`src/design/rld_pkg.sv`:
```
// Shared types, constants and datapath command codes for the deconvolution unit.
// No dependencies; imported by every other file of the block.
`default_nettype none

package rld_pkg;

  // Default sizes of the stores.
  localparam int MAX_ROWS_DEF   = 64;
  localparam int MAX_COLS_DEF   = 64;
  localparam int MAX_KERNEL_DEF = 7;

  // Fixed formats: Q8.8 pixels, Q0.16 kernel, Q8.16 correction.
  localparam int PIX_W  = 16;
  localparam int CORR_W = 24;
  localparam int NUM_W  = 32;

  localparam logic [PIX_W-1:0]  PIX_MAX  = 16'hFF00;
  localparam logic [CORR_W-1:0] CORR_MAX = 24'hFFFFFF;

  // Configuration register reset values.
  localparam logic [6:0] IMAGE_ROWS_RST = 7'd64;
  localparam logic [6:0] IMAGE_COLS_RST = 7'd64;
  localparam logic [2:0] KERNEL_ROWS_RST = 3'd3;
  localparam logic [2:0] KERNEL_COLS_RST = 3'd3;
  localparam logic [7:0] ITERATIONS_RST = 8'd10;

  typedef enum logic [2:0] {
    CFG_IMAGE_ROWS  = 3'd0,
    CFG_IMAGE_COLS  = 3'd1,
    CFG_KERNEL_ROWS = 3'd2,
    CFG_KERNEL_COLS = 3'd3,
    CFG_ITERATIONS  = 3'd4
  } cfg_idx_e;

  typedef enum logic [1:0] {
    FUNC_LOAD_KERNEL = 2'd0,
    FUNC_LOAD_PIXEL  = 2'd1,
    FUNC_RUN         = 2'd2,
    FUNC_READ        = 2'd3
  } func_e;

  typedef enum logic [3:0] {
    DP_NOP,
    DP_LD_KERN,
    DP_LD_PIX,
    DP_OUT_PIX,
    DP_OUT_ZERO,
    DP_OUT_RUN,
    DP_RB_CLR,
    DP_RB_MAC,
    DP_RB_STORE,
    DP_CO_CLR,
    DP_CO_MUL,
    DP_DIV_START,
    DP_CO_ACC,
    DP_EST_MUL,
    DP_NEXT_STORE,
    DP_CP_STORE
  } dp_op_e;

  typedef struct packed {
    logic [1:0]       func;
    logic [5:0]       row;
    logic [5:0]       col;
    logic [PIX_W-1:0] observed_pixel;
    logic [PIX_W-1:0] estimate_pixel;
    logic [PIX_W-1:0] coefficient;
  } rld_in_t;

  typedef struct packed {
    logic [PIX_W-1:0] pixel_value;
    logic             run_done;
  } rld_out_t;

  typedef struct packed {
    logic [6:0] image_rows;
    logic [6:0] image_cols;
    logic [2:0] kernel_rows;
    logic [2:0] kernel_cols;
    logic [7:0] iterations;
  } rld_cfg_t;

  typedef struct packed {
    dp_op_e op;
  } rld_cmd_t;

  typedef struct packed {
    logic div_done;
    logic den_zero;
  } rld_status_t;

endpackage

`default_nettype wire

```
`src/design/rld_ctrl.sv`:
```
// Controller: handshake, loop counters over pixels and kernel window, and datapath commands.
// Depends on rld_pkg; drives rld_datapath through rld_cmd_t and addresses.
`default_nettype none

module rld_ctrl #(
  parameter int MAX_ROWS   = rld_pkg::MAX_ROWS_DEF,
  parameter int MAX_COLS   = rld_pkg::MAX_COLS_DEF,
  parameter int MAX_KERNEL = rld_pkg::MAX_KERNEL_DEF,
  parameter int AW  = (MAX_ROWS * MAX_COLS > 1) ? $clog2(MAX_ROWS * MAX_COLS) : 1,
  parameter int KAW = (MAX_KERNEL * MAX_KERNEL > 1) ? $clog2(MAX_KERNEL * MAX_KERNEL) : 1
) (
  input  wire logic                 clk_i,
  input  wire logic                 rst_ni,
  input  wire logic                 in_valid_i,
  output logic                      in_ready_o,
  input  wire rld_pkg::rld_in_t     in_data_i,
  output logic                      out_valid_o,
  input  wire logic                 out_ready_i,
  input  wire rld_pkg::rld_cfg_t    cfg_i,
  input  wire rld_pkg::rld_status_t status_i,
  output rld_pkg::rld_cmd_t         cmd_o,
  output logic [AW-1:0]             pix_addr_o,
  output logic [KAW-1:0]            kern_addr_o
);
  import rld_pkg::*;

  localparam logic [2:0] HMAX = 3'((MAX_KERNEL - 1) / 2);

  typedef enum logic [4:0] {
    S_IDLE, S_READ, S_RUN_INIT,
    S_RB_CLR, S_RB_ADDR, S_RB_MAC, S_RB_STORE,
    S_CO_CLR, S_CO_ADDR, S_CO_MUL, S_CO_DIV, S_CO_WAIT,
    S_EST_ADDR, S_EST_MUL, S_NEXT_STORE,
    S_CP_ADDR, S_CP_STORE, S_ITER_END, S_DONE
  } state_e;

  state_e     state_q;
  logic [6:0] r_q, c_q, nr_q, nc_q;
  logic [3:0] d1_q, d2_q;
  logic [2:0] hr_q, hc_q;
  logic [7:0] it_q;
  logic       out_valid_q;
  logic       rd_in_q;

  logic signed [9:0] win_r, win_c;
  logic win_ok, win_last, pix_last, accept;
  logic in_img, kern_ok;
  logic [2:0] hr_new, hc_new;

  function automatic logic [AW-1:0] paddr_of(logic [9:0] rr, logic [9:0] cc);
    logic [31:0] full;
    full = 32'(rr) * 32'(MAX_COLS) + 32'(cc);
    return full[AW-1:0];
  endfunction

  function automatic logic [KAW-1:0] kaddr_of(logic [5:0] rr, logic [5:0] cc);
    logic [31:0] full;
    full = 32'(rr) * 32'(MAX_KERNEL) + 32'(cc);
    return full[KAW-1:0];
  endfunction

  assign in_ready_o  = (state_q == S_IDLE) && (!out_valid_q || out_ready_i);
  assign accept      = in_valid_i && in_ready_o;
  assign out_valid_o = out_valid_q;

  assign in_img  = (32'(in_data_i.row) < 32'(MAX_ROWS)) && (32'(in_data_i.col) < 32'(MAX_COLS));
  assign kern_ok = (32'(in_data_i.row) < 32'(MAX_KERNEL)) &&
                   (32'(in_data_i.col) < 32'(MAX_KERNEL));

  assign hr_new = ({1'b0, cfg_i.kernel_rows[2:1]} > HMAX) ? HMAX : {1'b0, cfg_i.kernel_rows[2:1]};
  assign hc_new = ({1'b0, cfg_i.kernel_cols[2:1]} > HMAX) ? HMAX : {1'b0, cfg_i.kernel_cols[2:1]};

  // Window position relative to the current pixel.
  assign win_r = $signed({3'b0, r_q}) - $signed({7'b0, hr_q}) + $signed({6'b0, d1_q});
  assign win_c = $signed({3'b0, c_q}) - $signed({7'b0, hc_q}) + $signed({6'b0, d2_q});
  assign win_ok = !win_r[9] && !win_c[9] &&
                  (win_r < $signed({3'b0, nr_q})) && (win_c < $signed({3'b0, nc_q}));
  assign win_last = (d1_q == {hr_q, 1'b0}) && (d2_q == {hc_q, 1'b0});
  assign pix_last = (r_q == nr_q - 7'd1) && (c_q == nc_q - 7'd1);

  always_comb begin
    cmd_o.op    = DP_NOP;
    pix_addr_o  = paddr_of({3'b0, r_q}, {3'b0, c_q});
    kern_addr_o = kaddr_of({2'b0, d1_q}, {2'b0, d2_q});
    unique case (state_q)
      S_IDLE: begin
        pix_addr_o  = in_img ? paddr_of({4'b0, in_data_i.row}, {4'b0, in_data_i.col}) : '0;
        kern_addr_o = kern_ok ? kaddr_of(in_data_i.row, in_data_i.col) : '0;
        if (accept && in_data_i.func == FUNC_LOAD_KERNEL && kern_ok) cmd_o.op = DP_LD_KERN;
        if (accept && in_data_i.func == FUNC_LOAD_PIXEL && in_img)   cmd_o.op = DP_LD_PIX;
      end
      S_READ:       cmd_o.op = rd_in_q ? DP_OUT_PIX : DP_OUT_ZERO;
      S_RB_CLR:     cmd_o.op = DP_RB_CLR;
      S_RB_ADDR:    pix_addr_o = paddr_of($unsigned(win_r), $unsigned(win_c));
      S_RB_MAC:     cmd_o.op = DP_RB_MAC;
      S_RB_STORE:   cmd_o.op = DP_RB_STORE;
      S_CO_CLR:     cmd_o.op = DP_CO_CLR;
      S_CO_ADDR:    pix_addr_o = paddr_of($unsigned(win_r), $unsigned(win_c));
      S_CO_MUL:     cmd_o.op = DP_CO_MUL;
      S_CO_DIV:     cmd_o.op = status_i.den_zero ? DP_NOP : DP_DIV_START;
      S_CO_WAIT:    cmd_o.op = status_i.div_done ? DP_CO_ACC : DP_NOP;
      S_EST_MUL:    cmd_o.op = DP_EST_MUL;
      S_NEXT_STORE: cmd_o.op = DP_NEXT_STORE;
      S_CP_STORE:   cmd_o.op = DP_CP_STORE;
      S_DONE:       cmd_o.op = DP_OUT_RUN;
      default: ;
    endcase
  end

  always_ff @(posedge clk_i or negedge rst_ni) begin
    if (!rst_ni) begin
      state_q     <= S_IDLE;
      out_valid_q <= 1'b0;
      rd_in_q     <= 1'b0;
      r_q  <= '0;
      c_q  <= '0;
      d1_q <= '0;
      d2_q <= '0;
      nr_q <= '0;
      nc_q <= '0;
      hr_q <= '0;
      hc_q <= '0;
      it_q <= '0;
    end else begin
      if (out_valid_q && out_ready_i) out_valid_q <= 1'b0;

      unique case (state_q)
        S_IDLE: begin
          if (accept && in_data_i.func == FUNC_READ) begin
            rd_in_q <= in_img;
            state_q <= S_READ;
          end
          if (accept && in_data_i.func == FUNC_RUN) begin
            nr_q <= (32'(cfg_i.image_rows) > 32'(MAX_ROWS)) ? 7'(MAX_ROWS) : cfg_i.image_rows;
            nc_q <= (32'(cfg_i.image_cols) > 32'(MAX_COLS)) ? 7'(MAX_COLS) : cfg_i.image_cols;
            hr_q <= hr_new;
            hc_q <= hc_new;
            it_q <= '0;
            state_q <= S_RUN_INIT;
          end
        end
        S_READ: begin
          out_valid_q <= 1'b1;
          state_q     <= S_IDLE;
        end
        S_RUN_INIT: begin
          r_q <= '0;
          c_q <= '0;
          if (cfg_i.iterations == 8'd0 || nr_q == 7'd0 || nc_q == 7'd0) state_q <= S_DONE;
          else state_q <= S_RB_CLR;
        end
        S_RB_CLR, S_CO_CLR: begin
          d1_q <= '0;
          d2_q <= '0;
          state_q <= (state_q == S_RB_CLR) ? S_RB_ADDR : S_CO_ADDR;
        end
        S_RB_ADDR, S_RB_MAC, S_CO_ADDR, S_CO_DIV, S_CO_WAIT: begin
          if ((state_q == S_RB_ADDR || state_q == S_CO_ADDR) && win_ok) begin
            state_q <= (state_q == S_RB_ADDR) ? S_RB_MAC : S_CO_MUL;
          end else if (state_q == S_CO_DIV && !status_i.den_zero) begin
            state_q <= S_CO_WAIT;
          end else if (state_q == S_CO_WAIT && !status_i.div_done) begin
            state_q <= S_CO_WAIT;
          end else if (win_last) begin
            state_q <= (state_q == S_RB_ADDR || state_q == S_RB_MAC) ? S_RB_STORE : S_EST_ADDR;
          end else begin
            // Advance the window, row-major.
            if (d2_q == {hc_q, 1'b0}) begin
              d2_q <= '0;
              d1_q <= d1_q + 4'd1;
            end else begin
              d2_q <= d2_q + 4'd1;
            end
            state_q <= (state_q == S_RB_ADDR || state_q == S_RB_MAC) ? S_RB_ADDR : S_CO_ADDR;
          end
        end
        S_CO_MUL:   state_q <= S_CO_DIV;
        S_EST_ADDR: state_q <= S_EST_MUL;
        S_EST_MUL:  state_q <= S_NEXT_STORE;
        S_CP_ADDR:  state_q <= S_CP_STORE;
        S_RB_STORE, S_NEXT_STORE, S_CP_STORE: begin
          if (pix_last) begin
            r_q <= '0;
            c_q <= '0;
            unique case (state_q)
              S_RB_STORE:   state_q <= S_CO_CLR;
              S_NEXT_STORE: state_q <= S_CP_ADDR;
              default:      state_q <= S_ITER_END;
            endcase
          end else begin
            if (c_q == nc_q - 7'd1) begin
              c_q <= '0;
              r_q <= r_q + 7'd1;
            end else begin
              c_q <= c_q + 7'd1;
            end
            unique case (state_q)
              S_RB_STORE:   state_q <= S_RB_CLR;
              S_NEXT_STORE: state_q <= S_CO_CLR;
              default:      state_q <= S_CP_ADDR;
            endcase
          end
        end
        S_ITER_END: begin
          it_q <= it_q + 8'd1;
          if (it_q + 8'd1 == cfg_i.iterations) state_q <= S_DONE;
          else state_q <= S_RB_CLR;
        end
        S_DONE: begin
          out_valid_q <= 1'b1;
          state_q     <= S_IDLE;
        end
        default: state_q <= S_IDLE;
      endcase
    end
  end

endmodule

`default_nettype wire

```
`config.mk`:
```
export PLATFORM = sky130hd
export DESIGN_NAME = rld_ctrl
export DESIGN_NICKNAME = d
export VERILOG_FILES = /design/src/design/rld_pkg.sv /design/src/design/rld_ctrl.sv
export SDC_FILE = /design/constraint.sdc
export NUM_CORES = 1
export LEC_CHECK = 0
export ABC_AREA = 1
export BUFFER_PORTS_ARGS = -buffer_cell sky130_fd_sc_hd__buf_2
export CAP_MARGIN = 20
export CORE_ASPECT_RATIO = 0.8
export CORE_MARGIN = 2
export CORE_UTILIZATION = 60
export CTS_CLUSTER_DIAMETER = 100
export DETAILED_ROUTE_END_ITERATION = 6
export PLACE_DENSITY = 0.85
export SLEW_MARGIN = 15
export SYNTH_ARGS = -nofsm -noshare
export SYNTH_HDL_FRONTEND = slang
export SYNTH_SLANG_ARGS = --single-unit
```
`constraint.sdc`:
```
create_clock -name clk_i -period 11.55 [get_ports clk_i]
set_input_delay 0.5775 -clock clk_i [delete_from_list [all_inputs] [get_ports clk_i]]
set_output_delay 0.5775 -clock clk_i [all_outputs]
set_load 0.01 [all_outputs]
```
* Yosys cells after proc, flatten, opt, wreduce, memory -nomap -nowiden
Index checks and enable logic that the tools add are counted.
Storage, ports and cells: logic and storage cells 166, output and inout port bits 24, register bits after elaboration 55, input port bits 96
Cells by class: reduce and logical (&&, ||, !) cells 47, multiplexer cells 49, multipliers 2, add/subtract/negate cells 16, eq/ne operators 34, $lt $le $gt $ge 6
Operator list (count):
- $mux 4 | 21
- $pmux 4 s13 | 1
- $pmux 5 s10 | 1
- $mux 7 | 6
- $eq 5x4->1 const B | 8
- $pmux 7 s2 | 2
- $mux 5 | 5
- $pmux 12 s2 | 1
- $pmux 4 s2 | 3
- $eq 5x3->1 const B | 4
- $add 8x5->9 | 2
- $lt 9x8->1 | 2
- $logic_and 1x1->1 | 17
- $pmux 8 s2 | 1
- $sub 7x2->8 | 2
- $eq 5x5->1 const B | 3
- $add 7x1->7 const B | 2
- $eq 7x7->1 | 2
- $gt 7x7->1 const B | 2
- $logic_not 7->1 | 2
- $sub 7x1->7 const B | 2
- $add 12x10->12 | 1
- $add 12x6->12 | 1
- $add 12x7->12 | 1
- 34 further kinds | 62

* Depth between registers and ports, before layout
Gate-level depths: netlist of the first run.
depth in word-level cells 9, mapped depth 27, gate-level depth less buffers 27

* Least setup slack after synthesis of the first run
Ideal clock, no wire load.
kind register to output, start point register c_q[0], end point output port pix_addr_o[11], buffers on the path 0, stages on the path, launching flop included 23, slack 7.470 ns, arrival time 3.502 ns, data required time 10.973 ns, path through dfrtp_1 inv_1 ha_1 inv_1 fa_1 xnor2_1 ha_1 or2_2 nand3_1 a21oi_2 nand3_1 nand2_1 nand2_1 inv_1 ha_1 nand2_1 nand2_1 a21oi_1 or2_2 a21oi_1 o21ai_0 a21o_1 nand3_1
Between the ends: longest elaborated chain between the ends 4, elaborated cells on any way between the ends 5, those cells by class add/sub: 4; mux: 1
Ends and longest elaborated chain:
- start: declaration | line rld_ctrl.sv:38 | logic [6:0] r_q, c_q, nr_q, nc_q;
- start signal: assignment | line rld_ctrl.sv:195 | c_q <= c_q + 7'd1;
- $sub 7x2->8 | line rld_ctrl.sv:75 | assign win_c = $signed({3'b0, c_q}) - $signed({7'b0, hc_q}) + $signed({6'b0, d2_q});
- $add 8x5->9 | line rld_ctrl.sv:75
- $add 12x10->12 | line rld_ctrl.sv:52 | full = 32'(rr) * 32'(MAX_COLS) + 32'(cc);
- $pmux 12 s2 * | line rld_ctrl.sv:85 | unique case (state_q)
- end: declaration | line rld_ctrl.sv:22 | output logic [AW-1:0] pix_addr_o,
Every way passes the cells marked *; elsewhere a longest branch is shown, timed or not.

* Worst setup path in the final report of the first run
Same ends and word-level chain as after synthesis.

==> impl_results.html, run 1 <==
<table>
<tr><th>Metric</th><th>Value</th></tr>
<tr><th colspan="2">Run status</th></tr>
<tr><td>Result of the run</td><td>completed</td></tr>
<tr><th colspan="2">Pwr</th></tr>
<tr><td>Sequential fraction of design power</td><td>18.1%</td></tr>
<tr><td>Internal power</td><td>0.000833 W</td></tr>
<tr><td>Total power divided by cell area</td><td>269 mW/mm^2</td></tr>
<tr><td>Static Leak</td><td>3.62 nW</td></tr>
<tr><td>Fraction of power consumed by the clock network</td><td>8.4%</td></tr>
<tr><td>Switch share</td><td>54.9%</td></tr>
<tr><td>Peak VDD IR</td><td>0.000231 V</td></tr>
<tr><td>Reported net switching power</td><td>0.00101 W</td></tr>
<tr><td>Combinational power share</td><td>73.5%</td></tr>
<tr><th colspan="2">Global route</th></tr>
<tr><td>Pin count of the biggest net entering global routing</td><td>56</td></tr>
<tr><td>Vias in the first global route</td><td>5711</td></tr>
<tr><td>GRT overflow</td><td>0</td></tr>
<tr><td>Met2 track utilization from global routing</td><td>47.4%</td></tr>
<tr><td>Total global routing track utilization</td><td>29.9%</td></tr>
<tr><td>Met3 Resource Use GR</td><td>5.92%</td></tr>
<tr><td>Global-route wire length before repair</td><td>27200 um</td></tr>
<tr><td>Gr busiest metal</td><td>met2</td></tr>
<tr><td>Antenna violations before repair</td><td>0</td></tr>
<tr><td>Global-route track usage on met1</td><td>42.0%</td></tr>
<tr><th colspan="2">Synth</th></tr>
<tr><td>Register bit total from synthesis</td><td>55</td></tr>
<tr><td>Syn_area_per_cell</td><td>6.93 sq um</td></tr>
<tr><td>Post-synth net total</td><td>1073</td></tr>
<tr><td>Synth cell count leaders</td><td>233 x sky130_fd_sc_hd__nand2_1, 128 x sky130_fd_sc_hd__inv_1, 80 x sky130_fd_sc_hd__nand3_1</td></tr>
<tr><td>Yosys top cell area share</td><td>22.0%</td></tr>
<tr><td>Cell type with the largest total area after synthesis</td><td>sky130_fd_sc_hd__dfrtp_1</td></tr>
<tr><td>Yosys Warn Count</td><td>0</td></tr>
<tr><td>Post-Synthesis Cell Area</td><td>0.00625 sq mm</td></tr>
<tr><td>Synth Flop Type</td><td>sky130_fd_sc_hd__dfrtp_1</td></tr>
<tr><td>Number of enable-type register cells in the synthesized netlist</td><td>0</td></tr>
<tr><td>Post-synthesis instance total</td><td>902</td></tr>
<tr><td>Library cell with the highest instance count after synthesis</td><td>sky130_fd_sc_hd__nand2_1</td></tr>
<tr><td>Share of synthesized flip-flops with an asynchronous set or reset</td><td>100%</td></tr>
<tr><td>Post-synth cell types</td><td>46</td></tr>
<tr><td>Top cells by area in the synthesized netlist</td><td>sky130_fd_sc_hd__dfrtp_1 22%, sky130_fd_sc_hd__nand2_1 14%, sky130_fd_sc_hd__ha_1 11%, sky130_fd_sc_hd__inv_1 7.7%, sky130_fd_sc_hd__nand3_1 6.4%</td></tr>
<tr><td>Sequential area share after synthesis</td><td>22.0%</td></tr>
<tr><th colspan="2">STA</th></tr>
<tr><td>Final hold violation count</td><td>0</td></tr>
<tr><td>Final critical-path required period</td><td>4.86 ns</td></tr>
<tr><td>Slew Limit Fails</td><td>0</td></tr>
<tr><td>Worst rel slew slack</td><td>50.8%</td></tr>
<tr><td>Worst clock skew</td><td>0.0106 ns</td></tr>
<tr><td>RSZ-0062 raised after global routing</td><td>false</td></tr>
<tr><td>Achievable clock frequency</td><td>0.206 GHz</td></tr>
<tr><td>TNS Setup</td><td>0 ns</td></tr>
<tr><td>Portion of the clock cycle consumed by the worst path in the final layout</td><td>42.1%</td></tr>
<tr><td>Setup-failing EPs final</td><td>0</td></tr>
<tr><td>Measured slew at the worst slew-check pin</td><td>0.737 ns</td></tr>
<tr><th colspan="2">Clock network</th></tr>
<tr><td>Total number of clock tree sinks</td><td>55</td></tr>
<tr><td>Master cell of the clock root buffer</td><td>sky130_fd_sc_hd__clkbuf_16</td></tr>
<tr><td>Clock slew at the register clock pins of the worst setup and hold paths</td><td>0.08 ns</td></tr>
<tr><td>Source-to-sink clock delay at the later pin of the worst-skew pair</td><td>0.30 ns</td></tr>
<tr><td>Count of H-tree levels built during CTS</td><td>2</td></tr>
<tr><td>Number of gates resized after cts</td><td>0</td></tr>
<tr><td>Longest Clk Path Bufs</td><td>2</td></tr>
<tr><td>Clock tree from TritonCTS</td><td>built</td></tr>
<tr><td>Hold_buf cts</td><td>0</td></tr>
<tr><td>Number of buffers created by CTS</td><td>5</td></tr>
<tr><td>Buffers inserted by post-CTS timing repair</td><td>0</td></tr>
<tr><th colspan="2">Drt</th></tr>
<tr><td>Remaining antenna violation count</td><td>0</td></tr>
<tr><td>Count of TritonRoute iterations in the first routing pass</td><td>5</td></tr>
<tr><td>Number of vias per cell after detailed routing</td><td>5.57</td></tr>
<tr><td>Post-route DRC</td><td>0</td></tr>
<tr><td>Vias post-DR</td><td>6185</td></tr>
<tr><td>Detailed-route wire length per cell</td><td>14.7 um</td></tr>
<tr><td>Drt initial violations</td><td>525</td></tr>
<tr><td>Aggregate routed wire length</td><td>16300 um</td></tr>
<tr><th colspan="2">Worst setup path</th></tr>
<tr><td>Cell with the largest stage delay on the worst path</td><td>sky130_fd_sc_hd__dfrtp_1</td></tr>
<tr><td>Critical path data arrival time</td><td>4.28 ns</td></tr>
<tr><td>Critical Path, Cell by Cell</td><td>inv_1, ha_1, inv_1, fa_1, xnor2_1, ha_1, or2_2, nand3_1, a21oi_2, nand3_1, nand2_1, nand2_1, inv_1, ha_1, nand2_1, nand2_1, a21oi_1, or2_2, a21oi_1, o21ai_0, a21o_1, nand3_1, buf_2</td></tr>
<tr><td>Worst endpoint required time</td><td>10.97 ns</td></tr>
<tr><td>Crit Path Max Fanout</td><td>4</td></tr>
<tr><td>Reg2reg setup slack</td><td>7.55 ns</td></tr>
<tr><td>Crit path top cell by count</td><td>sky130_fd_sc_hd__nand2_1</td></tr>
<tr><td>Classification of the worst setup path</td><td>reg2out</td></tr>
<tr><td>Worst Setup End Kind</td><td>output pin</td></tr>
<tr><td>Delay of the slowest cell on the worst path</td><td>0.42 ns</td></tr>
<tr><td>Critical Path Start Type</td><td>flop</td></tr>
<tr><th colspan="2">Die</th></tr>
<tr><td>Std-Cell Core Area</td><td>0.0102 sq mm</td></tr>
<tr><td>Vertical die dimension</td><td>95.3 um</td></tr>
<tr><td>Initial standard-cell utilization of the core</td><td>61.3%</td></tr>
<tr><td>Area of the die</td><td>0.0113 sq mm</td></tr>
<tr><td>Io pins</td><td>120</td></tr>
<tr><td>Site Rows</td><td>33</td></tr>
<tr><td>Die Wd</td><td>118 um</td></tr>
<tr><th colspan="2">Finish</th></tr>
<tr><td>Relative area change from synthesis to final layout</td><td>9.88%</td></tr>
<tr><td>Number of antenna diodes</td><td>0</td></tr>
<tr><td>Total number of nets in the final design</td><td>1140</td></tr>
<tr><td>Share of layout cells above drive strength 1</td><td>14.0%</td></tr>
<tr><td>Non-Filler Instances</td><td>1110</td></tr>
<tr><th colspan="2">Place</th></tr>
<tr><td>Placed wire-length estimate</td><td>12900 um</td></tr>
<tr><td>Final Wtd Congestion</td><td>1.01</td></tr>
<tr><td>Cell count after placement</td><td>1102</td></tr>
<tr><td>Number of input and output port buffers inserted</td><td>69</td></tr>
<tr><th colspan="2">Job</th></tr>
<tr><td>Number of maximum-capacitance constraint violations</td><td>0</td></tr>
<tr><th colspan="2">Hold path</th></tr>
<tr><td>Min-Delay Path Class</td><td>in2async</td></tr>
</table>
## registers in the layout (all words and copies together), names as in the netlist
| signal | cells |
|---|---|
| it_q | 8 |
| c_q | 7 |
| nc_q | 7 |
| nr_q | 7 |
| r_q | 7 |
| state_q | 5 |
| d1_q | 4 |
| d2_q | 4 |
| hc_q | 2 |
| hr_q | 2 |
| out_valid_o | 1 |
| rd_in_q | 1 |
## cell families after synthesis
group | synth area share (%)
adder cells (fa/ha/maj) | 17.2
AND/OR/NAND/NOR | 35.6
flip-flops | 22.0
buffers and inverters | 9.40
XOR/XNOR | 6.86
AO/OA/AOI/OAI | 8.94
## area by class of cell
| cell class | instances | area [sq um] |
|---|---|---|
| Clock buffer | 6 | 129 |
| Clock inverter | 2 | 12.5 |
| Fill cell | 928 | 3330 |
| Inverter | 141 | 529 |
| Multi-Input combinational cell | 695 | 4290 |
| Sequential cell | 55 | 1380 |
| Tap cell | 140 | 175 |
| Timing Repair Buffer | 71 | 360 |
## per-layer routing
metal	vias up	wire (um)
li1	3074	-
met1	2828	7470
met2	260	7160
met3	23	1360
met4	0	293
met5	-	0
## critical path, delay by kind of cell, from the launching register on
family | cells | cell delay [ns]
AOI/OAI and AO/OA | 5 | 0.60
xor gates and xnor gates | 1 | 0.15
adders and majority gates | 4 | 1.15
buffers and inverters | 4 | 0.42
DFF | 1 | 0.42
and+or+nand+nor | 9 | 1.21
## power groups by stage
| stage | logic [W] | registers [W] | clock network [W] |
|---|---|---|---|
| after detailed placement | 0.00133 | 0.000334 | 0 |
| after floorplan | 0.00101 | 0.000310 | 0 |
| final | 0.00136 | 0.000334 | 0.000155 |
| after global placement | 0.00129 | 0.000331 | 0 |
| after CTS | 0.00134 | 0.000331 | 0.000155 |
| after global routing | 0.00155 | 0.000342 | 0.000163 |
## through the flow
stage | instance area, sq um | utilization (%) | hold WS [ns] | setup WS (ns) | power [W]
5_1_grt | 6870 | 67.4 | 0.487 | 6.43 | 0.00205
6_report | 6870 | 67.4 | 0.421 | 6.69 | 0.00185
4_1_cts | 6870 | 67.4 | 0.451 | 6.73 | 0.00183
2_1_floorplan | 6250 | - | 0.282 | 7.47 | 0.00132
3_5_place_dp | 6730 | 66.0 | 0.489 | 7.07 | 0.00166
3_3_place_gp | 6730 | 66.0 | 0.478 | 7.09 | 0.00162
## cells in the final DEF, fill, tap and decap left out, types with 5 or more instances in the layout
master and n:
sky130_fd_sc_hd__nand2_1 233, sky130_fd_sc_hd__inv_1 128, sky130_fd_sc_hd__nand3_1 80, sky130_fd_sc_hd__nor2_1 78, sky130_fd_sc_hd__buf_2 69, sky130_fd_sc_hd__ha_1 57
sky130_fd_sc_hd__dfrtp_1 55, sky130_fd_sc_hd__xor2_1 32, sky130_fd_sc_hd__o21ai_0 30, sky130_fd_sc_hd__o22ai_1 22, sky130_fd_sc_hd__nand4_1 22, sky130_fd_sc_hd__fa_1 18
sky130_fd_sc_hd__xnor2_1 17, sky130_fd_sc_hd__nor3_1 15, sky130_fd_sc_hd__a21oi_1 15, sky130_fd_sc_hd__inv_2 12, sky130_fd_sc_hd__nor2_2 9, sky130_fd_sc_hd__or2_2 9
sky130_fd_sc_hd__nand2_2 6, sky130_fd_sc_hd__nor4_1 6, sky130_fd_sc_hd__o221ai_1 6, sky130_fd_sc_hd__clkbuf_16 5
## final timing paths
check / from / end / cells past startpoint
max: c_q[0] / pix_addr_o[11] / 23
min: rst_ni / state_q[4] / 2
max reg2reg: r_q[0] / state_q[1] / 25
min reg2reg: rd_in_q / rd_in_q / 2
max in group asynchronous: rst_ni / c_q[3] / 2
min in group clk_i: cfg_i[9] / hc_q[0] / 3
Power figures use the tool's default switching activity.
==> run 2: changes to the inputs <==
Settings changed: CORE_UTILIZATION 60 to 52, PLACE_DENSITY 0.85 to 0.78.
Clock period 11.55 ns to 4.2 ns, I/O delays scaled along.
==> run 2 against run 1 <==
Register-to-register slack lost 7.3 ns. Highest routed layer unchanged. First-iteration DRC count rose by 1.3%. Combinational power grew to 3.1 times the previous value.
==> impl_results.html, run 2 (synthesized netlist as in run 1, its figures left out) <==
<table>
<tr><th>Metric</th><th>Value</th></tr>
<tr><th colspan="2">Worst setup path</th></tr>
<tr><td>Reg2reg setup slack</td><td>0.29 ns</td></tr>
<tr><td>CP delay by family, top</td><td>adder cells</td></tr>
<tr><td>Worst reg2reg endpoint</td><td>d2_q[0]</td></tr>
<tr><td>Worst Reg-to-Reg Cells</td><td>25</td></tr>
<tr><td>Delay of the slowest cell on the worst path</td><td>0.40 ns</td></tr>
<tr><td>Critical Path, Cell by Cell</td><td>inv_2, ha_4, inv_4, fa_2, xnor2_2, ha_1, buf_6, nand2_4, nor2_2, nor2_2, nor2_1, nand2_1, xor2_1, inv_2, ha_4, fa_2, nand2_2, nand2_2, a21oi_2, or2_4, nand3_1, nand3_1, buf_2</td></tr>
<tr><td>Cell with the largest stage delay on the worst path</td><td>sky130_fd_sc_hd__dfrtp_1</td></tr>
<tr><td>Crit Path Max Fanout</td><td>3</td></tr>
<tr><td>Critical Path Start Type</td><td>flop</td></tr>
<tr><td>Critical R2R Launch</td><td>r_q[0]</td></tr>
<tr><td>Critical path data arrival time</td><td>3.90 ns</td></tr>
<tr><td>Worst endpoint required time</td><td>3.99 ns</td></tr>
<tr><td>Classification of the worst setup path</td><td>reg2out</td></tr>
<tr><td>Buffer and inverter count on the worst path</td><td>5</td></tr>
<tr><td>Worst Setup End Kind</td><td>output pin</td></tr>
<tr><th colspan="2">Drt</th></tr>
<tr><td>Number of vias per cell after detailed routing</td><td>5.50</td></tr>
<tr><td>Aggregate routed wire length</td><td>16900 um</td></tr>
<tr><td>Detailed-routed wire length on met3</td><td>1220 um</td></tr>
<tr><td>Post-route DRC</td><td>0</td></tr>
<tr><td>Vias post-DR</td><td>6244</td></tr>
<tr><td>M1 wire length</td><td>7940 um</td></tr>
<tr><td>Drt initial violations</td><td>532</td></tr>
<tr><td>Remaining antenna violation count</td><td>0</td></tr>
<tr><td>Routed wl met2</td><td>7480 um</td></tr>
<tr><td>Top metal layer carrying routed signals</td><td>met4</td></tr>
<tr><td>Count of TritonRoute iterations in the first routing pass</td><td>5</td></tr>
<tr><td>Detailed-route wire length per cell</td><td>14.9 um</td></tr>
<tr><th colspan="2">Place</th></tr>
<tr><td>Number of input and output port buffers inserted</td><td>69</td></tr>
<tr><td>Placed wire-length estimate</td><td>13300 um</td></tr>
<tr><td>Final Wtd Congestion</td><td>0.973</td></tr>
<tr><td>Pre-CTS worst setup slack</td><td>0.238 ns</td></tr>
<tr><th colspan="2">Global route</th></tr>
<tr><td>Global-route wire length before repair</td><td>28000 um</td></tr>
<tr><td>GRT overflow</td><td>0</td></tr>
<tr><td>Total global routing track utilization</td><td>26.9%</td></tr>
<tr><td>Vias in the first global route</td><td>5792</td></tr>
<tr><td>Pin count of the biggest net entering global routing</td><td>56</td></tr>
<tr><td>Antenna violations before repair</td><td>0</td></tr>
<tr><th colspan="2">Clock network</th></tr>
<tr><td>Master cell of the clock root buffer</td><td>sky130_fd_sc_hd__clkbuf_16</td></tr>
<tr><td>Number of buffers created by CTS</td><td>5</td></tr>
<tr><td>Hold_buf cts</td><td>0</td></tr>
<tr><td>Source-to-sink clock delay at the later pin of the worst-skew pair</td><td>0.30 ns</td></tr>
<tr><td>Count of H-tree levels built during CTS</td><td>2</td></tr>
<tr><td>Longest Clk Path Bufs</td><td>2</td></tr>
<tr><td>Clock tree from TritonCTS</td><td>built</td></tr>
<tr><td>Total number of clock tree sinks</td><td>55</td></tr>
<tr><td>Clock slew at the register clock pins of the worst setup and hold paths</td><td>0.08 ns</td></tr>
<tr><th colspan="2">Pwr</th></tr>
<tr><td>Overall power</td><td>0.00552 W</td></tr>
<tr><td>Peak VDD IR</td><td>0.000670 V</td></tr>
<tr><td>Total power divided by cell area</td><td>777 mW/mm^2</td></tr>
<tr><td>Static Leak</td><td>3.72 nW</td></tr>
<tr><th colspan="2">STA</th></tr>
<tr><td>Slew Limit Fails</td><td>0</td></tr>
<tr><td>Final hold violation count</td><td>0</td></tr>
<tr><td>RSZ-0062 raised after global routing</td><td>true</td></tr>
<tr><td>Setup-failing EPs final</td><td>0</td></tr>
<tr><td>Worst clock skew</td><td>0.00478 ns</td></tr>
<tr><td>Min setup slack post-route</td><td>0.0886 ns</td></tr>
<tr><td>Worst rel slew slack</td><td>51.0%</td></tr>
<tr><td>Portion of the clock cycle consumed by the worst path in the final layout</td><td>97.9%</td></tr>
<tr><td>Measured slew at the worst slew-check pin</td><td>0.735 ns</td></tr>
<tr><td>Final critical-path required period</td><td>4.11 ns</td></tr>
<tr><td>TNS Setup</td><td>0 ns</td></tr>
<tr><td>Achievable clock frequency</td><td>0.243 GHz</td></tr>
<tr><th colspan="2">Job</th></tr>
<tr><td>Number of maximum-capacitance constraint violations</td><td>0</td></tr>
<tr><th colspan="2">Finish</th></tr>
<tr><td>Flip-flop count of the largest register, all copies and words added</td><td>8</td></tr>
<tr><td>Relative area change from synthesis to final layout</td><td>13.6%</td></tr>
<tr><td>Fin util</td><td>61.2%</td></tr>
<tr><td>Leading cell type in the layout, fill and taps excluded</td><td>sky130_fd_sc_hd__nand2_1</td></tr>
<tr><td>Largest Register</td><td>it_q</td></tr>
<tr><td>Area used by multi-input combinational logic</td><td>0.00438 sq mm</td></tr>
<tr><td>Most frequent cells in the layout</td><td>229 x sky130_fd_sc_hd__nand2_1, 122 x sky130_fd_sc_hd__inv_1, 80 x sky130_fd_sc_hd__nand3_1</td></tr>
<tr><td>Count of fill cells added during filler insertion</td><td>1029</td></tr>
<tr><td>Number of antenna diodes</td><td>0</td></tr>
<tr><td>Total number of nets in the final design</td><td>1157</td></tr>
<tr><td>Register Area</td><td>0.00138 sq mm</td></tr>
<tr><td>Share of layout cells above drive strength 1</td><td>17.6%</td></tr>
<tr><th colspan="2">Die</th></tr>
<tr><td>Vertical die dimension</td><td>102 um</td></tr>
<tr><td>Io pins</td><td>120</td></tr>
<tr><td>Area of the die</td><td>0.0129 sq mm</td></tr>
<tr><td>Std-Cell Core Area</td><td>0.0116 sq mm</td></tr>
<tr><td>Initial standard-cell utilization of the core</td><td>53.9%</td></tr>
<tr><td>Die Wd</td><td>127 um</td></tr>
<tr><td>Site Rows</td><td>35</td></tr>
<tr><th colspan="2">Run status</th></tr>
<tr><td>Result of the run</td><td>completed</td></tr>
<tr><th colspan="2">Hold path</th></tr>
<tr><td>Min-Delay Path Class</td><td>in2async</td></tr>
</table>
-- run 2: layout make-up --
type	count	area share, %
Clock buffer	6	1.81
Clock inverter	2	0.229
Inverter	141	7.48
Multi-Input combinational cell	695	61.6
Sequential cell	55	19.4
Tap cell	148	2.61
Timing Repair Buffer	88	6.92
-- run 2: power breakdown --
part           internal (W)  switching, W  total (W)
sequential         0.000688      0.000226   0.000915
combinational       0.00167       0.00251    0.00417
clock              0.000225      0.000213   0.000437
total               0.00258       0.00294    0.00552
-- run 2: worst max-delay path by stage --
| stage | start | to | slack (ns) | cells after the start |
|---|---|---|---|---|
| 6_report | c_q[0] | pix_addr_o[10] | 0.09 | 23 |
| 5_1_grt | c_q[0] | pix_addr_o[10] | -0.07 | 23 |
| 4_1_cts | c_q[0] | pix_addr_o[11] | 0.02 | 23 |
| 3_5_place_dp | c_q[0] | pix_addr_o[11] | 0.24 | 23 |
| 3_3_place_gp | c_q[0] | pix_addr_o[11] | 0.26 | 23 |
| 2_1_floorplan | c_q[0] | pix_addr_o[11] | 0.49 | 22 |
-- run 2: what timing repair did --
action | in CTS | in global routing
endpoints found under the setup margin | 2 | 10
buffers inserted | 1 | 11
gates resized for setup | 2 | 27
pin swaps | 0 | 15
cloned | 0 | 0
-- run 2: per-stage QoR --
step,hold WS (ns),cells,instance area [sq um]
floorplan,-0.0856,902,6250
detailed placement,0.401,1115,6780
finish,0.0353,1135,7110
global placement,0.399,1115,6780
CTS,0.0772,1124,6930
global route,0.124,1135,7110
-- run 2: layer usage --
layer | GRT usage (%) | vias up
met1 | 39.5 | 2885
met4 | 5.16 | 0
met3 | 4.03 | 31
met5 | 0 | -
li1 | - | 3109
met2 | 42.5 | 219
==> run 3: changes to the inputs <==
Settings changed: ABC_AREA 1 to default.
==> run 3 against run 2 <==
The flow now finishes with violations (negative setup slack). Core utilization grew 1.2 points. Synthesized area down 3.7%. Non-clock buffer count grew 32. Clock skew is 0.0090 ns higher. Via count is 6.8% lower. Clock power about the same. Clock-buffer cell count shrank 1. Flip-flop and latch count is the same. Critical path depth shrank 6. Sequential power shrank 42%. Highest routed layer unchanged.
==> impl_results.html, run 3 <==
<table>
<tr><th>Metric</th><th>Value</th></tr>
<tr><th colspan="2">Synth</th></tr>
<tr><td>Post-Synthesis Cell Area</td><td>0.00602 sq mm</td></tr>
<tr><td>Cell type with the largest total area after synthesis</td><td>sky130_fd_sc_hd__dfrtp_1</td></tr>
<tr><td>Synth cell count leaders</td><td>60 x sky130_fd_sc_hd__nand2_1, 59 x sky130_fd_sc_hd__inv_1, 58 x sky130_fd_sc_hd__o21ai_0</td></tr>
<tr><td>Number of enable-type register cells in the synthesized netlist</td><td>0</td></tr>
<tr><td>Share of synthesized flip-flops with an asynchronous set or reset</td><td>100%</td></tr>
<tr><td>Yosys top cell area share</td><td>22.9%</td></tr>
<tr><td>Post-synth cell types</td><td>71</td></tr>
<tr><td>Syn_area_per_cell</td><td>8.41 sq um</td></tr>
<tr><td>Share of synthesized area spent on multiplexers</td><td>1.25%</td></tr>
<tr><td>Post-synth net total</td><td>887</td></tr>
<tr><td>Post-synthesis instance total</td><td>716</td></tr>
<tr><td>Yosys Warn Count</td><td>0</td></tr>
<tr><td>Adder-cell share of the synthesized area</td><td>17.8%</td></tr>
<tr><td>Register bit total from synthesis</td><td>55</td></tr>
<tr><td>Combinational family with the most area after synthesis</td><td>compound AO/OA/AOI/OAI gates</td></tr>
<tr><td>Library cell with the highest instance count after synthesis</td><td>sky130_fd_sc_hd__nand2_1</td></tr>
<tr><td>Area share of xor/xnor cells in the synthesized design</td><td>11.6%</td></tr>
<tr><td>Sequential area share after synthesis</td><td>22.9%</td></tr>
<tr><td>Synth Flop Type</td><td>sky130_fd_sc_hd__dfrtp_1</td></tr>
<tr><td>Top cells by area in the synthesized netlist</td><td>sky130_fd_sc_hd__dfrtp_1 23%, sky130_fd_sc_hd__ha_1 12%, sky130_fd_sc_hd__xnor2_1 8.0%, sky130_fd_sc_hd__fa_1 6.0%, sky130_fd_sc_hd__o21ai_0 4.8%</td></tr>
<tr><td>Synthesized-area fraction occupied by and/or/nand/nor cells</td><td>19.2%</td></tr>
<tr><td>Fraction of the mapped netlist area in compound gates</td><td>20.9%</td></tr>
<tr><th colspan="2">Finish</th></tr>
<tr><td>Largest Register</td><td>it_q</td></tr>
<tr><td>Number of antenna diodes</td><td>0</td></tr>
<tr><td>Most frequent cells in the layout</td><td>69 x sky130_fd_sc_hd__buf_2, 59 x sky130_fd_sc_hd__nand2_1, 55 x sky130_fd_sc_hd__ha_1</td></tr>
<tr><td>Non-Filler Instances</td><td>958</td></tr>
<tr><td>Share of layout cells above drive strength 1</td><td>22.3%</td></tr>
<tr><td>Total number of nets in the final design</td><td>980</td></tr>
<tr><td>Leading cell type in the layout, fill and taps excluded</td><td>sky130_fd_sc_hd__buf_2</td></tr>
<tr><td>Flip-flop count of the largest register, all copies and words added</td><td>8</td></tr>
<tr><td>Relative area change from synthesis to final layout</td><td>18.1%</td></tr>
<tr><th colspan="2">Worst setup path</th></tr>
<tr><td>Reg2reg setup slack</td><td>0.03 ns</td></tr>
<tr><td>Worst Setup End Kind</td><td>output pin</td></tr>
<tr><td>Critical path data arrival time</td><td>4.05 ns</td></tr>
<tr><td>Crit Path Max Fanout</td><td>2</td></tr>
<tr><td>Worst reg2reg endpoint</td><td>d2_q[1]</td></tr>
<tr><td>Critical Path Start Type</td><td>flop</td></tr>
<tr><td>Worst endpoint required time</td><td>3.99 ns</td></tr>
<tr><td>Worst Setup SP</td><td>c_q[0]</td></tr>
<tr><td>Critical R2R Launch</td><td>c_q[0]</td></tr>
<tr><td>Classification of the worst setup path</td><td>reg2out</td></tr>
<tr><td>Worst Reg-to-Reg Cells</td><td>16</td></tr>
<tr><th colspan="2">Pwr</th></tr>
<tr><td>Total power divided by cell area</td><td>156 mW/mm^2</td></tr>
<tr><td>Static Leak</td><td>3.41 nW</td></tr>
<tr><td>Overall power</td><td>0.00111 W</td></tr>
<tr><td>Peak VDD IR</td><td>0.000182 V</td></tr>
<tr><th colspan="2">Hold path</th></tr>
<tr><td>Min-Delay Path Class</td><td>in2async</td></tr>
<tr><th colspan="2">Clock network</th></tr>
<tr><td>Master cell of the clock root buffer</td><td>sky130_fd_sc_hd__clkbuf_16</td></tr>
<tr><td>Total number of clock tree sinks</td><td>55</td></tr>
<tr><td>Longest Clk Path Bufs</td><td>2</td></tr>
<tr><td>Source-to-sink clock delay at the later pin of the worst-skew pair</td><td>0.30 ns</td></tr>
<tr><td>Clock slew at the register clock pins of the worst setup and hold paths</td><td>0.08 ns</td></tr>
<tr><td>Clock tree from TritonCTS</td><td>built</td></tr>
<tr><td>Number of buffers created by CTS</td><td>5</td></tr>
<tr><td>Count of H-tree levels built during CTS</td><td>2</td></tr>
<tr><th colspan="2">Drt</th></tr>
<tr><td>Vias post-DR</td><td>5818</td></tr>
<tr><td>Number of vias per cell after detailed routing</td><td>6.07</td></tr>
<tr><td>Aggregate routed wire length</td><td>16900 um</td></tr>
<tr><td>Post-route DRC</td><td>0</td></tr>
<tr><td>Remaining antenna violation count</td><td>0</td></tr>
<tr><td>Drt initial violations</td><td>528</td></tr>
<tr><td>Count of TritonRoute iterations in the first routing pass</td><td>7</td></tr>
<tr><td>Detailed-route wire length per cell</td><td>17.7 um</td></tr>
<tr><th colspan="2">Run status</th></tr>
<tr><td>Violations in the final reports</td><td>negative setup slack</td></tr>
<tr><td>Result of the run</td><td>complete, but fails checks</td></tr>
<tr><th colspan="2">Job</th></tr>
<tr><td>Number of maximum-capacitance constraint violations</td><td>0</td></tr>
<tr><th colspan="2">STA</th></tr>
<tr><td>Final hold violation count</td><td>0</td></tr>
<tr><td>Achievable clock frequency</td><td>0.235 GHz</td></tr>
<tr><td>Measured slew at the worst slew-check pin</td><td>0.814 ns</td></tr>
<tr><td>Worst clock skew</td><td>0.0138 ns</td></tr>
<tr><td>Final critical-path required period</td><td>4.26 ns</td></tr>
<tr><td>Min setup slack post-route</td><td>-0.0566 ns</td></tr>
<tr><td>Portion of the clock cycle consumed by the worst path in the final layout</td><td>101%</td></tr>
<tr><td>Slew Limit Fails</td><td>0</td></tr>
<tr><td>Worst rel slew slack</td><td>45.7%</td></tr>
<tr><td>RSZ-0062 raised after global routing</td><td>true</td></tr>
<tr><td>Setup-failing EPs final</td><td>2</td></tr>
<tr><th colspan="2">Global route</th></tr>
<tr><td>Total global routing track utilization</td><td>26.6%</td></tr>
<tr><td>Pin count of the biggest net entering global routing</td><td>56</td></tr>
<tr><td>Antenna violations before repair</td><td>0</td></tr>
<tr><td>Vias in the first global route</td><td>5522</td></tr>
<tr><td>GRT overflow</td><td>0</td></tr>
<tr><td>Global-route wire length before repair</td><td>27100 um</td></tr>
<tr><th colspan="2">Die</th></tr>
<tr><td>Io pins</td><td>120</td></tr>
<tr><td>Die Wd</td><td>124 um</td></tr>
<tr><td>Area of the die</td><td>0.0125 sq mm</td></tr>
<tr><td>Vertical die dimension</td><td>100 um</td></tr>
<tr><td>Site Rows</td><td>35</td></tr>
<tr><td>Std-Cell Core Area</td><td>0.0114 sq mm</td></tr>
<tr><td>Initial standard-cell utilization of the core</td><td>52.9%</td></tr>
<tr><th colspan="2">Place</th></tr>
<tr><td>Number of input and output port buffers inserted</td><td>69</td></tr>
<tr><td>Final Wtd Congestion</td><td>0.948</td></tr>
<tr><td>Placed wire-length estimate</td><td>12700 um</td></tr>
<tr><td>Cell count after placement</td><td>934</td></tr>
</table>
==> run 3: critical path, stage by stage, from the launching register on <==
cell	delay [ns]
sky130_fd_sc_hd__dfrtp_1	0.39
sky130_fd_sc_hd__inv_2	0.07
sky130_fd_sc_hd__ha_4	0.13
sky130_fd_sc_hd__inv_2	0.04
sky130_fd_sc_hd__fa_1	0.53
sky130_fd_sc_hd__inv_2	0.06
sky130_fd_sc_hd__fa_2	0.35
sky130_fd_sc_hd__nand3b_1	0.21
sky130_fd_sc_hd__a221o_1	0.37
sky130_fd_sc_hd__xnor2_2	0.16
sky130_fd_sc_hd__buf_4	0.15
sky130_fd_sc_hd__ha_4	0.15
sky130_fd_sc_hd__fa_2	0.34
sky130_fd_sc_hd__a21o_1	0.17
sky130_fd_sc_hd__a21oi_2	0.16
sky130_fd_sc_hd__xor2_1	0.19
sky130_fd_sc_hd__o21ai_1	0.11
sky130_fd_sc_hd__buf_2	0.16
==> run 3: report_power, final <==
part / switching, W / internal, W / leakage (nW)
Sequential: 0.0000000000000000000199 / 0.000529 / 0.617
Clock: 0.000214 / 0.000225 / 0.0717
Combinational: 0.0000740 / 0.0000654 / 2.72
Total: 0.000288 / 0.000820 / 3.41
==> run 3: routing by layer <==
layer / track usage, % / vias to the layer above / share of wire [%]
met2: 42.6 / 253 / 46
met3: 3.20 / 39 / 7.0
li1: - / 2733 / -
met4: 8.82 / 0 / 2.7
met5: 0 / - / 0
met1: 37.8 / 2793 / 45
==> run 3: stage by stage <==
step	cell area (sq um)	TNS [ns]	utilization [%]	hold slack [ns]	worst slack [ns]
4_1_cts	6950	-0.208	61.1	0.0883	-0.115
5_1_grt	7110	-1.13	62.5	0.122	-0.176
6_report	7110	-0.0825	62.5	0.0405	-0.0566
3_5_place_dp	6660	-1.04	58.5	0.410	-0.178
3_3_place_gp	6660	-0.153	58.5	0.400	-0.0664
2_1_floorplan	6020	0	-	-0.0856	0.00936
==> run 3: kinds of logic (layout without fill, tap and decap cells) <==
family                     count (synthesis)  count (layout)
and+or+nand+nor                          222             222
buffers and inverters                     93             187
muxes                                      7               7
DFF                                       55              55
adders and majority gates                 75              75
AOI/OAI and AO/OA                        184             184
xor gates and xnor gates                  80              80
==> run 3: final cells by class <==
cell class | instances | area [sq um]
clock inverter | 3 | 23.8
tap | 148 | 185
fill | 914 | 4270
sequential | 55 | 1380
inverter | 59 | 221
clock buffer | 5 | 125
timing repair buffer | 120 | 736
multi-input combinational | 568 | 4440
==> run 3: how the worst max path moves through the flow <==
stage	to	slack, ns	cells past startpoint
finish	pix_addr_o[10]	-0.06	17
global placement	d2_q[1]	-0.07	16
floorplan	d2_q[1]	0.009	17
CTS	pix_addr_o[10]	-0.11	17
global route	pix_addr_o[10]	-0.18	17
detailed placement	d2_q[1]	-0.18	16
==> run 3: repair_timing <==
item                       4_1_cts  5_1_grt
gates resized for setup         24       22
buffers inserted                 9        7
pin swaps                       21       19
setup endpoints to repair       14       16
hold buffers                     0        0
